**config.mk**
```make
export PLATFORM = sky130hd
export DESIGN_NAME = newton_square_root_flat
export DESIGN_NICKNAME = d
export VERILOG_FILES = /design/src/nsr_pkg.sv /design/src/nsr_op_if.sv /design/src/nsr_res_if.sv /design/src/newton_square_root.sv /design/src/nsr_div.sv /design/src/flat_wrapper.sv
export SDC_FILE = /design/constraint.sdc
export NUM_CORES = 1
export LEC_CHECK = 0
export BUFFER_PORTS_ARGS = -buffer_cell sky130_fd_sc_hd__buf_2
export CORE_AREA = 2 2 205 207
export CTS_CLUSTER_SIZE = 30
export DETAILED_ROUTE_END_ITERATION = 6
export DIE_AREA = 0 0 207 209
export MAX_ROUTING_LAYER = met4
export PLACE_DENSITY = 0.47
export SETUP_SLACK_MARGIN = 0.1
export SYNTH_ARGS = -nofsm -noshare
export SYNTH_HDL_FRONTEND = slang
export SYNTH_SLANG_ARGS = --single-unit
```
**constraint.sdc**
```tcl
create_clock -name clk -period 9.31 [get_ports clk]
set_input_delay 0.4655 -clock clk [delete_from_list [all_inputs] [get_ports clk]]
set_output_delay 0.4655 -clock clk [all_outputs]
set_load 0.01 [all_outputs]
```
**src/nsr_pkg.sv**
```systemverilog
// Shared constants and types for the Newton-Raphson square root block.
// No dependencies; compiled first.
package nsr_pkg;

    localparam int OPND_W        = 32;   // signed operand width
    localparam int XW            = 32;   // running estimate width
    localparam int ROOT_W        = 24;   // result root width
    localparam int CNT_W         = 6;    // step counter width
    localparam int MAX_ITER      = 24;   // step limit
    localparam int FRAC_BITS_DEF = 16;   // default fraction bits

    localparam logic [XW-1:0] ROOT_MAX = XW'(32'h00FF_FFFF);

    typedef enum logic [2:0] {
        S_IDLE,
        S_START,
        S_WAIT,
        S_UPD,
        S_FIN
    } state_t;

endpackage

```
**src/nsr_op_if.sv**
```systemverilog
// Operand request channel: valid/ready handshake with a signed operand.
// Depends on nsr_pkg for the operand width.
interface nsr_op_if;
    logic                             valid;
    logic                             ready;
    logic signed [nsr_pkg::OPND_W-1:0] operand;

    modport source (output valid, output operand, input ready);
    modport sink   (input valid, input operand, output ready);
endinterface

```
**src/nsr_res_if.sv**
```systemverilog
// Result request channel: valid/ready handshake with root, error flag and step count.
// Depends on nsr_pkg for the field widths.
interface nsr_res_if;
    logic                        valid;
    logic                        ready;
    logic [nsr_pkg::ROOT_W-1:0]  root;
    logic                        negative_error;
    logic [nsr_pkg::CNT_W-1:0]   iterations_used;

    modport source (output valid, output root, output negative_error,
                    output iterations_used, input ready);
    modport sink   (input valid, input root, input negative_error,
                    input iterations_used, output ready);
endinterface

```
**src/newton_square_root.sv**
```systemverilog
// Newton-Raphson square root of a signed fixed-point operand.
// A negative or zero operand skips the iteration and goes straight to the result stage;
// otherwise up to 24 Newton steps run (Q16.16 by default), each one waiting on the result
// of the one shared radix-2 divider.
// One request at a time; the next can be taken the cycle after the result is queued.
// Reset (rst_n, async, active low) clears the sequencer and the result valid.
module newton_square_root #(
    parameter int FRAC_BITS = nsr_pkg::FRAC_BITS_DEF
) (
    input  logic       clk,
    input  logic       rst_n,
    nsr_op_if.sink     op_chan,
    nsr_res_if.source  res_chan
);

    localparam int XW     = nsr_pkg::XW;
    localparam int N_W    = nsr_pkg::OPND_W - 1;
    localparam int DVD_W  = N_W + FRAC_BITS;
    localparam int CNT_W  = nsr_pkg::CNT_W;
    localparam int ROOT_W = nsr_pkg::ROOT_W;

    nsr_pkg::state_t state_reg, state_next;

    logic [N_W-1:0]    n_reg, n_next;
    logic [XW-1:0]     x_reg, x_next;
    logic [XW-1:0]     best_reg, best_next;
    logic [CNT_W-1:0]  cnt_reg, cnt_next;
    logic              neg_reg, neg_next;

    logic              out_valid_reg, out_valid_next;
    logic [ROOT_W-1:0] root_reg, root_next;
    logic              err_reg, err_next;
    logic [CNT_W-1:0]  iter_reg, iter_next;

    logic              div_start;
    logic              div_done;
    logic [DVD_W-1:0]  quot;

    logic              accept;
    logic              trivial;
    logic [DVD_W:0]    sum;
    logic [DVD_W-1:0]  nx;
    logic [DVD_W-1:0]  x_ext;
    logic [CNT_W-1:0]  cnt_inc;
    logic              stop_back;
    logic              out_load;

    nsr_div #(
        .DVD_W (DVD_W)
    ) u_div (
        .clk      (clk),
        .rst_n    (rst_n),
        .start    (div_start),
        .dividend ({n_reg, {FRAC_BITS{1'b0}}}),
        .divisor  (x_reg),
        .done     (div_done),
        .quotient (quot)
    );

    assign accept  = op_chan.valid && (state_reg == nsr_pkg::S_IDLE);
    assign trivial = op_chan.operand[nsr_pkg::OPND_W-1] || (op_chan.operand == '0);

    // x' = (x + n*2^F / x) / 2
    assign x_ext     = {{(DVD_W-XW){1'b0}}, x_reg};
    assign sum       = {1'b0, quot} + {1'b0, x_ext};
    assign nx        = sum[DVD_W:1];
    assign cnt_inc   = cnt_reg + CNT_W'(1);
    // Converged, or no longer falling after the first step.
    assign stop_back = (nx == x_ext) || ((cnt_reg != '0) && (nx > x_ext));
    assign out_load  = !out_valid_reg || res_chan.ready;

    always_comb
    begin
        state_next = state_reg;
        unique case (state_reg)
            nsr_pkg::S_IDLE:
            begin
                if (accept)
                    state_next = trivial ? nsr_pkg::S_FIN : nsr_pkg::S_START;
            end
            nsr_pkg::S_START:
                state_next = nsr_pkg::S_WAIT;
            nsr_pkg::S_WAIT:
            begin
                if (div_done)
                    state_next = nsr_pkg::S_UPD;
            end
            nsr_pkg::S_UPD:
            begin
                if (stop_back || (cnt_inc == CNT_W'(nsr_pkg::MAX_ITER)))
                    state_next = nsr_pkg::S_FIN;
                else
                    state_next = nsr_pkg::S_START;
            end
            nsr_pkg::S_FIN:
            begin
                if (out_load)
                    state_next = nsr_pkg::S_IDLE;
            end
            default:
                state_next = nsr_pkg::S_IDLE;
        endcase
    end

    always_comb
    begin
        n_next         = n_reg;
        x_next         = x_reg;
        best_next      = best_reg;
        cnt_next       = cnt_reg;
        neg_next       = neg_reg;
        root_next      = root_reg;
        err_next       = err_reg;
        iter_next      = iter_reg;
        out_valid_next = out_valid_reg && !res_chan.ready;
        div_start      = 1'b0;
        unique case (state_reg)
            nsr_pkg::S_IDLE:
            begin
                if (accept)
                begin
                    n_next    = op_chan.operand[N_W-1:0];
                    x_next    = XW'(1) << FRAC_BITS;
                    best_next = '0;
                    cnt_next  = '0;
                    neg_next  = op_chan.operand[nsr_pkg::OPND_W-1];
                end
            end
            nsr_pkg::S_START:
                div_start = 1'b1;
            nsr_pkg::S_WAIT:
                ;
            nsr_pkg::S_UPD:
            begin
                cnt_next = cnt_inc;
                if (stop_back)
                    best_next = x_reg;
                else
                begin
                    x_next    = nx[XW-1:0];
                    best_next = nx[XW-1:0];
                end
            end
            nsr_pkg::S_FIN:
            begin
                if (out_load)
                begin
                    out_valid_next = 1'b1;
                    root_next      = (best_reg > nsr_pkg::ROOT_MAX) ?
                                     nsr_pkg::ROOT_MAX[ROOT_W-1:0] : best_reg[ROOT_W-1:0];
                    err_next       = neg_reg;
                    iter_next      = cnt_reg;
                end
            end
            default:
                ;
        endcase
    end

    always_ff @(posedge clk or negedge rst_n)
    begin
        if (!rst_n)
        begin
            state_reg     <= nsr_pkg::S_IDLE;
            out_valid_reg <= 1'b0;
        end
        else
        begin
            state_reg     <= state_next;
            out_valid_reg <= out_valid_next;
        end
    end

    always_ff @(posedge clk)
    begin
        n_reg    <= n_next;
        x_reg    <= x_next;
        best_reg <= best_next;
        cnt_reg  <= cnt_next;
        neg_reg  <= neg_next;
        root_reg <= root_next;
        err_reg  <= err_next;
        iter_reg <= iter_next;
    end

    assign op_chan.ready            = (state_reg == nsr_pkg::S_IDLE);
    assign res_chan.valid           = out_valid_reg;
    assign res_chan.root            = root_reg;
    assign res_chan.negative_error  = err_reg;
    assign res_chan.iterations_used = iter_reg;

endmodule

```
**src/nsr_div.sv**
```systemverilog
// Restoring radix-2 unsigned divider, one quotient bit per cycle.
// Depends on nsr_pkg for the divisor width.
module nsr_div #(
    parameter int DVD_W = 47
) (
    input  logic                     clk,
    input  logic                     rst_n,
    input  logic                     start,
    input  logic [DVD_W-1:0]         dividend,
    input  logic [nsr_pkg::XW-1:0]   divisor,
    output logic                     done,
    output logic [DVD_W-1:0]         quotient
);

    localparam int XW = nsr_pkg::XW;
    localparam int CW = $clog2(DVD_W + 1);

    logic [DVD_W-1:0] dvd_reg, dvd_next;
    logic [XW-1:0]    rem_reg, rem_next;
    logic [XW-1:0]    dsr_reg, dsr_next;
    logic [CW-1:0]    cnt_reg, cnt_next;
    logic             busy_reg, busy_next;
    logic             done_reg, done_next;

    logic [XW:0]      rem_sh;
    logic [XW:0]      diff;
    logic             ge;

    // Bring down the next dividend bit and try the subtraction.
    assign rem_sh = {rem_reg, dvd_reg[DVD_W-1]};
    assign diff   = rem_sh - {1'b0, dsr_reg};
    assign ge     = (rem_sh >= {1'b0, dsr_reg});

    always_comb
    begin
        dvd_next  = dvd_reg;
        rem_next  = rem_reg;
        dsr_next  = dsr_reg;
        cnt_next  = cnt_reg;
        busy_next = busy_reg;
        done_next = 1'b0;
        if (start)
        begin
            dvd_next  = dividend;
            rem_next  = '0;
            dsr_next  = divisor;
            cnt_next  = CW'(DVD_W);
            busy_next = 1'b1;
        end
        else if (busy_reg)
        begin
            rem_next = ge ? diff[XW-1:0] : rem_sh[XW-1:0];
            // Quotient bits shift in behind the consumed dividend bits.
            dvd_next = {dvd_reg[DVD_W-2:0], ge};
            cnt_next = cnt_reg - CW'(1);
            if (cnt_reg == CW'(1))
            begin
                busy_next = 1'b0;
                done_next = 1'b1;
            end
        end
    end

    always_ff @(posedge clk or negedge rst_n)
    begin
        if (!rst_n)
        begin
            busy_reg <= 1'b0;
            done_reg <= 1'b0;
            cnt_reg  <= '0;
        end
        else
        begin
            busy_reg <= busy_next;
            done_reg <= done_next;
            cnt_reg  <= cnt_next;
        end
    end

    always_ff @(posedge clk)
    begin
        dvd_reg <= dvd_next;
        rem_reg <= rem_next;
        dsr_reg <= dsr_next;
    end

    assign done     = done_reg;
    assign quotient = dvd_reg;

endmodule

```
**src/flat_wrapper.sv**
```systemverilog
// flat-port wrapper written by rule: the top's interface ports become plain ports
module newton_square_root_flat 
#(
    parameter int FRAC_BITS = nsr_pkg::FRAC_BITS_DEF
)
  (clk, rst_n, op_chan_valid, op_chan_operand, op_chan_ready, res_chan_valid, res_chan_root, res_chan_negative_error, res_chan_iterations_used, res_chan_ready);
  nsr_op_if op_chan_i ();
  nsr_res_if res_chan_i ();
  input  logic clk;
  input  logic rst_n;
  input wire logic [$bits(op_chan_i.valid)-1:0] op_chan_valid;
  input wire logic [$bits(op_chan_i.operand)-1:0] op_chan_operand;
  output wire logic [$bits(op_chan_i.ready)-1:0] op_chan_ready;
  output wire logic [$bits(res_chan_i.valid)-1:0] res_chan_valid;
  output wire logic [$bits(res_chan_i.root)-1:0] res_chan_root;
  output wire logic [$bits(res_chan_i.negative_error)-1:0] res_chan_negative_error;
  output wire logic [$bits(res_chan_i.iterations_used)-1:0] res_chan_iterations_used;
  input wire logic [$bits(res_chan_i.ready)-1:0] res_chan_ready;
  assign op_chan_i.valid = op_chan_valid;
  assign op_chan_i.operand = op_chan_operand;
  assign op_chan_ready = op_chan_i.ready;
  assign res_chan_valid = res_chan_i.valid;
  assign res_chan_root = res_chan_i.root;
  assign res_chan_negative_error = res_chan_i.negative_error;
  assign res_chan_iterations_used = res_chan_i.iterations_used;
  assign res_chan_i.ready = res_chan_ready;
  newton_square_root #(.FRAC_BITS(FRAC_BITS)) u_core (.clk(clk), .rst_n(rst_n), .op_chan(op_chan_i), .res_chan(res_chan_i));
endmodule
```
# Word-level counts from Yosys, hierarchy flattened
# Index checks and enable logic that the tools add are counted.
# totals
ff_bits	256
input_bits	36
out_inout_bits	33
elab_cells	79
# classes
addsub	4
order_cmp	3
eq_ne	10
muxes	27
n_reduce_logical	18
# ops
op	n
$mux W32	4
$pmux W32 S2	2
$mux W47	2
$add A47 B32 Y48	1
$eq A47 B32 Y1	1
$gt A47 B32 Y1	1
$ge A33 B32 Y1	1
$gt A32 B24 Y1 const B	1
$logic_not A32 Y1	1
$sub A32 B32 Y32	1
$mux W6	3
$mux W3	5
$pmux W3 S5	1
$pmux W6 S2	1
$mux W1	9
$add A6 B1 Y6 const B	1
$eq A3 B2 Y1 const B	2
$eq A6 B1 Y1 const B	1
$eq A6 B5 Y1 const B	1
$reduce_and A2 Y1	3
$reduce_bool A6 Y1	1
$sub A6 B1 Y6 const B	1
$logic_or A1 B1 Y1	4
$ne A2 B1 Y1 const B	2
8 further kinds	12

# Logic depth before layout (Yosys ltp)
# Gate-level depths: netlist of the first run.
# logic_depth
ltp_word	7
depth_mapped	25
ltp_nobuf	23

# Modules after synthesis
# Synthesis of the first run repeated with hierarchy kept, for this count alone.
# hier_totals
cells_unflattened	1409
hier_area_um2	14069.7
# by_module_without_submodules
module	instances	cells_per_inst	area_each_um2	seq_area_each_um2
newton_square_root	1	811	7596.0	3163.0
nsr_div	1	598	6473.7	3213.1

# Worst setup path after synthesis of the first run
# OpenSTA, ideal clock, no wires.
# synth_path
path_kind	flip-flop to flip-flop
from	reg u_core.x_reg[2]
to	reg u_core.x_reg[15] (data pin)
setup_ns	0.274
arrival_ns	4.093
t_required_ns	9.036
slack_ns	4.943
path_stages_with_launch	23
n_path_buf	1
synth_period_minus_slack_ns	4.367
path_cell_list	edfxtp_1 -> ha_1 -> nor2b_1 -> o31a_1 -> a21oi_1 -> nor2b_1 -> nor2_1 -> o21ai_0 -> nand2b_1 -> a21oi_1 -> xnor2_1 -> ha_1 -> a21o_1 -> a21o_1 -> a21o_1 -> a21o_1 -> a21o_1 -> a21oi_1 -> o211ai_1 -> a21o_1 -> nor3_4 -> buf_6 -> o31ai_1
# synth_via
elab_chain_cells	6
elab_cells_between_ends	7
classes_between	add/sub (1); order compare (1); eq/ne (1); mux (2); reduce/logical (2)
# synth_rtl
element	line	text
start, declared	newton_square_root.sv:25	logic [XW-1:0] x_reg, x_next;
start signal, assigned	newton_square_root.sv:177	x_reg <= x_next;
$add A47 B32 Y48	newton_square_root.sv:65	assign sum = {1'b0, quot} + {1'b0, x_ext};
$gt A47 B32 Y1	--	
$logic_and A1 B1 Y1	--	
$logic_or A1 B1 Y1	--	
$mux W32 (*)	--	
$pmux W32 S2 (*)	newton_square_root.sv:117	unique case (state_reg)
# Every way passes the cells marked *; elsewhere a longest branch is shown, timed or not.
# A chain may end at the register's enable or synchronous reset.

# Final worst setup path of the first run
# layout_path
from	reg u_core.x_reg[2]
to	reg u_core.best_reg[16] (data pin)
# layout_via
elab_chain_cells	6
elab_cells_between_ends	7
classes_between	add/sub (1); order compare (1); eq/ne (1); mux (2); reduce/logical (2)
# layout_rtl
element	line	text
$add A47 B32 Y48	newton_square_root.sv:65	
$gt A47 B32 Y1	newton_square_root.sv:69	assign stop_back = (nx == x_ext) || ((cnt_reg != '0) && (nx > x_ext));
$logic_and A1 B1 Y1	newton_square_root.sv:69	
$logic_or A1 B1 Y1	newton_square_root.sv:69	
$mux W32 (*)	newton_square_root.sv:136	if (stop_back)
$pmux W32 S2 (*)	newton_square_root.sv:117	
end signal, assigned	newton_square_root.sv:178	best_reg <= best_next;
end, declared	newton_square_root.sv:26	logic [XW-1:0] best_reg, best_next;
# Marked as above.

==> impl_results.md, run 1 <==
* Synth area leader: edfxtp_1
* Initial Utilization at 0.345
* Final net count at 1642
* Final setup margin at 3.21 ns
* Data arrival time of the worst path at 6.39 ns
* PD cells at 415 nW/um2
* Die area at 43300 um2
* Yosys warning total at 0
* Crit end category: register
* Vias in the first global route at 11300
* Worst rel slew slack at 0.212
* CTS root buffer: clkbuf_16
* Post-DRT Antenna Nets at 0
* TritonRoute pass-1 iters at 5
* CP max-delay cell: nor3_4
* Drt via density at 5.52
* Sequential group share of total power at 0.288
* Number of flip-flops in the largest register at 47
* Worst setup endpoint: u_core.best_reg[16]
* Worst hold start: op_chan_operand[13]
* Port bufs at 68
* CTS resizes at 0
* Post-DP HPWL at 31.9 mm
* Inserted Clock Buffers at 28
* Minimum clock period at 6.10 ns
* Final Non-Filler Cells at 2066
* Worst-path maximum fanout at 19
* Routed via count at 11400
* Buffer count from post-CTS setup fixing at 0
* Die Height at 209 um
* Initial antenna violation count at 0
* Reg2reg start: u_core.x_reg[2]
* Reg2Reg Setup Slack at 3.21 ns
* Clock Path Buffers at 3
* H-tree depth at 1
* FMAX at 0.164 GHz
* GRT overflow at 0
* First-pass GRT wire length at 67.3 mm
* Hold violation total from the final report at 0
* Post-Route WL at 43.3 mm
* Clock power share at 0.167
* GRT Overall Usage at 0.204
* Worst Hold Class: in -> reg
* Wirelength per Cell at 21.0 um
* Area Growth Syn to Fin at 12.3%
* Predominant post-synthesis flop cell: edfxtp_1
* CTS tree: done
* Synthesized area per cell at 9.67 um2
* Critical path startpoint category: register
* Ports at 69
* #FFs+latches synth at 225
* Largest stage delay on the critical path at 0.81 ns
* Crit path cell chain: ha_1, nand4_1, a21boi_0, a31oi_1, a31oi_1, nor2b_1, nor2_1, a21oi_1, xnor2_1, ha_1, a21o_1, a21o_1, a21oi_1, o21ai_0, a21oi_1, o211ai_1, a21o_1, nor3_4, buf_4, a211oi_1
* 1st-iter DRT viols at 770
* Worst slew pin tran at 1.18 ns
* Reg clk slew, reported paths at 0.06 ns
* Pre-CTS WS at 3.26 ns
* Worst-Skew Late Latency at 0.57 ns
* Crit Path Class: reg -> reg
* Tcrit/Tclk final at 0.655
* Clock Skews at 0.0171 ns
* ANT cells at 0
* Final instance area at 16000 um2
* Cell variety after synth at 77
* Core Area at 41300 um2
* Filler cells at 4215
* Mapped Nets at 1609
* Power Total at 0.00664 W
* Post-synthesis sequential area ratio at 0.437
* WP data required at 9.60 ns
* Unrepaired setup endpoints after global routing: no
* Share of cells above drive strength 1 at 0.109
* Worst vdd ir at 0.187 mV
* Max Cap Viol at 0
* R2R cell count at 20
* CP Launch Point: u_core.x_reg[2]
* Die X at 207 um
* Synthesized area at 14200 um2
* DP Area at 15000 um2
* Int Pwr at 0.00364 W
* Hold_buf cts at 1
* Status: complete, no violations
* Synth top area share at 0.348
* Leak at 6.30 nW
* Clk sinks at 225
* Switching Share at 0.452
* Fin Setup TNS at 0 ns
* Combinational share of power at 0.546
* Reg2reg end: u_core.best_reg[16]
* Post-synth EDFFs at 165
* Cells after Synth at 1472
* Largest net degree at the start of global routing at 97
* Pins Over Slew Limit at 0
* Post-route DRC violation count at 0
* Routability Congestion at 0.946
* Row count at 75
* Ys async rst share at 0.0533
* Switching pwr at 0.00300 W
* Inst Count DP at 2013
* Final setup fails at 0
* Synth top area cells: edfxtp_1 35%, ha_1 8.7%, dfxtp_1 6.7%, nand2_1 4.0%, a21oi_1 3.3%
[critical path: cells and delay by family (launching register included)]
kind | cells | cell delay [ns]
compound gates | 12 | 2.70
fa+ha+maj | 2 | 0.66
buf+inv | 1 | 0.46
xor+xnor | 1 | 0.24
simple gates | 4 | 1.35
flops | 1 | 0.41
[cell usage in the layout, fill, tap and decap left out, types with 35 or more instances in the layout]
master	n
edfxtp_1	165
nand2_1	150
nor2_1	108
ha_1	99
a21oi_1	94
inv_1	90
o21ai_0	80
buf_2	68
dfxtp_1	48
nand3_1	47
mux2i_1	45
xnor2_1	44
a21o_1	35
[Yosys cell counts (6+ instances only)]
cell type / instances
nand4_1: 30
o21ai_0: 80
nor2b_1: 10
a21o_1: 35
xnor2_1: 44
buf_2: 16
a31oi_1: 12
ha_1: 99
and2_1: 7
nor4_1: 17
o2111ai_1: 33
and3_1: 11
inv_1: 91
edfxtp_1: 165
o21a_1: 11
o21bai_1: 7
nand4b_1: 6
nand2_1: 150
a311oi_1: 7
nor3_1: 22
a21oi_1: 94
o31ai_2: 16
o31ai_1: 26
dfxtp_1: 48
a211oi_1: 31
nor2_1: 108
mux2i_1: 45
clkbuf_1: 55
nand3_1: 47
dfrtp_1: 12
xor2_1: 22
o211ai_1: 15
nand2b_1: 10
or2_2: 9
[layer usage]
layer  vias to the layer above  GRT usage  routed length [um]
met2                       264      0.311               19000
met1                      5508      0.288               21400
li1                       5559          -                   -
met4                         0     0.0576                1160
met5                         -          -                   0
met3                        71     0.0203                1860
[worst min-delay path by stage]
stage / to / slack [ns] / depth (start not counted)
after CTS: u_core.n_reg[13] / 0.08 / 1
after global placement: u_core.u_div.cnt_reg[2] / 0.38 / 1
after detailed placement: u_core.res_chan.valid / 0.38 / 1
final: u_core.n_reg[13] / 0.1 / 1
after global routing: u_core.n_reg[11] / 0.09 / 1
after floorplan: u_core.res_chan.valid / 0.17 / 0
[power groups by stage]
stage,Combinational [W],Clock (W),Sequential [W]
2_1_floorplan,0.00280,0,0.00173
3_3_place_gp,0.00361,0,0.00192
3_5_place_dp,0.00361,0,0.00192
4_1_cts,0.00363,0.00114,0.00191
5_1_grt,0.00408,0.00117,0.00196
6_report,0.00362,0.00111,0.00191
[cell type report]
type,instances,area (um2),area share
clock inverters,9,101,0.00634
clock buffers,43,838,0.0524
repair buffers,82,448,0.0280
inverters,92,348,0.0218
multi-input cells,1076,7360,0.460
well taps,539,674,0.0422
flip-flops and latches,225,6220,0.389
[cell families (layout without fill, tap and decap cells)]
logic type	count (synthesis)	in the layout	synth area share
adders and majority gates	101	101	0.0898
muxes	47	47	0.0332
buffers and inverters	171	226	0.0491
AOI/OAI and AO/OA	411	411	0.199
xor gates and xnor gates	66	66	0.0406
and+or+nand+nor	451	451	0.152
DFF	225	225	0.437
[through the flow]
step | util | hold slack [ns]
after CTS | 0.387 | 0.0803
after floorplan | - | 0.170
after detailed placement | 0.364 | 0.380
after global placement | 0.364 | 0.378
final | 0.387 | 0.0974
after global routing | 0.387 | 0.0933
(Power assumes the default switching activity.)
==> inputs of run 2 (changes only) <==
==> constraint.sdc (replaced) <==
create_clock -name clk -period 6 [get_ports clk]
set_input_delay 0.3 -clock clk [delete_from_list [all_inputs] [get_ports clk]]
set_output_delay 0.3 -clock clk [all_outputs]
set_load 0.01 [all_outputs]
==> run 2 against run 1 <==
Against the previous run:
- fmax is 12% higher
- cell count grew 2.3%
- first-iteration DRC count increased by 8.2%
- critical path type unchanged
- register-to-register slack got worse by 2.7 ns
- via count is 2.0% higher
- worst setup slack got worse by 2.7 ns
- die area unchanged
- highest routed layer unchanged
==> impl_results.md, run 2 (same netlist as run 1, synthesis figures left out) <==
* Worst Hold Class: in -> reg
* Minimum clock period at 5.47 ns (-0.633 ns)
* Worst-path maximum fanout at 4 (-15)
* Worst-Skew Late Latency at 0.56 ns (about the same)
* 1st-iter DRT viols at 833 (+8.2%)
* Max Cap Viol at 0 (unchanged)
* Ports at 69 (unchanged)
* Crit Path Class: reg -> reg
* Unrepaired setup endpoints after global routing: no
* Power Total at 0.0103 W (+55%)
* Reg clk slew, reported paths at 0.06 ns (about the same)
* CTS resizes at 0 (unchanged)
* Clock Path Buffers at 3 (unchanged)
* Post-Route WL at 43.8 mm (+1.0%)
* GRT met2 Usage at 0.318 (+0.00747)
* Die Height at 209 um (unchanged)
* Worst vdd ir at 0.405 mV (+120%)
* Clk sinks at 225 (unchanged)
* Number of flip-flops in the largest register at 47 (unchanged)
* CTS root buffer: clkbuf_16
* Initial Utilization at 0.345 (unchanged)
* Combinational share of power at 0.554 (+0.008)
* Core Area at 41300 um2 (unchanged)
* GR Util met3 at 0.0255 (+0.00526)
* Worst slew pin tran at 1.16 ns (-0.0192 ns)
* Clock Skews at 0.0213 ns (+0.00425 ns)
* Inserted Clock Buffers at 28 (unchanged)
* Final instance area at 16400 um2 (+2.4%)
* Post-route DRC violation count at 0 (unchanged)
* Wirelength per Cell at 20.7 um (-1.2%)
* Hold violation total from the final report at 0 (unchanged)
* Worst rel slew slack at 0.225 (+0.0128)
* Final net count at 1690 (+2.9%)
* DP Area at 15200 um2 (+0.73%)
* Row count at 75 (unchanged)
* Filler cells at 4126 (-2.1%)
* Data arrival time of the worst path at 5.78 ns (-0.61 ns)
* Int Pwr at 0.00560 W (+54%)
* Final Non-Filler Cells at 2113 (+2.3%)
* CTS tree: done
* Critical path startpoint category: register
* FMAX at 0.183 GHz (+12%)
* Initial antenna violation count at 0 (unchanged)
* Tcrit/Tclk final at 0.911 (+0.256)
* Largest net degree at the start of global routing at 91 (-6.2%)
* Most common cell after layout, fill and taps aside: edfxtp_1
* Leak at 6.49 nW (+2.9%)
* Fin Setup TNS at 0 ns (unchanged)
* Crit end category: register
* H-tree depth at 1 (unchanged)
* Switching pwr at 0.00467 W (+55%)
* TritonRoute pass-1 iters at 5 (unchanged)
* Commonest cells after routing, fill and taps aside: 165 x edfxtp_1, 150 x nand2_1, 108 x nor2_1, 99 x ha_1, 94 x a21oi_1
* Share of cells above drive strength 1 at 0.113 (+0.00372)
* Vias in the first global route at 11500 (+1.5%)
* Met1 global-route usage at 0.285 (-0.00310)
* GRT overflow at 0 (unchanged)
* Drt via density at 5.50 (-0.29%)
* Most Crowded Layer GR: met2
* Switching Share at 0.455 (+0.00249)
* Sequential group share of total power at 0.289 (about the same)
* PD cells at 627 nW/um2 (+51%)
* Routability Congestion at 0.914 (-3.3%)
* First-pass GRT wire length at 68.3 mm (+1.5%)
* GRT Overall Usage at 0.206 (+0.00202)
* Post-DRT Antenna Nets at 0 (unchanged)
* Die area at 43300 um2 (unchanged)
* Area Growth Syn to Fin at 15.0%
* Final setup fails at 0 (unchanged)
* Routed via count at 11600 (+2.0%)
* WP data required at 6.31 ns (-3.29 ns)
* Status: complete, no violations
* Clock power share at 0.157 (-0.010)
* Post-DP HPWL at 32.0 mm (+0.32%)
* Pins Over Slew Limit at 0 (unchanged)
* Port bufs at 68 (unchanged)
* ANT cells at 0 (unchanged)
* Die X at 207 um (unchanged)
* Inst Count DP at 2026 (+0.65%)
[run 2: layout make-up]
type / count / area, um2 / share of cell area
Clock buffer: 46 / 841 / 0.0514
Clock inverter: 5 / 27.5 / 0.00168
Inverter: 92 / 348 / 0.0212
Multi-Input combinational cell: 1076 / 7360 / 0.450
Sequential cell: 225 / 6220 / 0.380
Tap cell: 539 / 674 / 0.0412
Timing Repair Buffer: 130 / 901 / 0.0550
[run 2: worst paths after layout]
path	start	end	slack (ns)	cells past startpoint
hold reg to reg	u_core.neg_reg	u_core.res_chan.negative_error	0.43	0
setup reg to reg	u_core.x_reg[1]	u_core.x_reg[16]	0.53	19
min in group asynchronous	rst_n	u_core.u_div.cnt_reg[4]	0.17	2
hold / removal	res_chan_ready	u_core.res_chan.valid	0.09	3
setup / recovery	u_core.x_reg[1]	u_core.x_reg[16]	0.53	19
max in group asynchronous	rst_n	u_core.u_div.busy_reg	5.56	2
[run 2: repair_timing]
item,CTS,global route
hold endpoints to repair,44,0
hold buffers,33,0
setup endpoints to repair,4,0
buffers inserted,3,0
[run 2: power by group through the flow]
stage	Sequential, W	Combinational [W]	Clock [W]
CTS	0.00296	0.00571	0.00166
global route	0.00303	0.00638	0.00172
global placement	0.00297	0.00565	0
floorplan	0.00268	0.00435	0
finish	0.00296	0.00569	0.00161
detailed placement	0.00298	0.00564	0
[run 2: per-stage QoR]
stage | util | setup WS (ns) | hold WS (ns)
2_1_floorplan | - | 1.63 | 0.00441
3_3_place_gp | 0.367 | 0.0548 | 0.214
3_5_place_dp | 0.367 | 0.108 | 0.220
4_1_cts | 0.397 | 0.514 | 0.0761
5_1_grt | 0.397 | 0.151 | 0.115
6_report | 0.397 | 0.533 | 0.0906
[run 2: critical path, cell delays in order (launching register included)]
cell and delay, ns:
edfxtp_1 0.44, inv_1 0.20, fa_1 0.24, nor2b_1 0.07, o31a_1 0.28, a21oi_1 0.47
nand4b_1 0.20, a21oi_1 0.52, nor2_1 0.11, nor2_1 0.14, xnor2_1 0.11, ha_1 0.32
nand4_1 0.14, nor3_1 0.38, and2_1 0.22, nor4b_1 0.53, and3_2 0.34, nor3_4 0.07
buf_4 0.15, a211o_1 0.28
[run 2: layer usage]
metal | part of all wire | vias up
met1 | 0.48 | 5638
met4 | 0.025 | 0
li1 | - | 5673
met5 | 0 | -
met2 | 0.45 | 245
met3 | 0.044 | 71
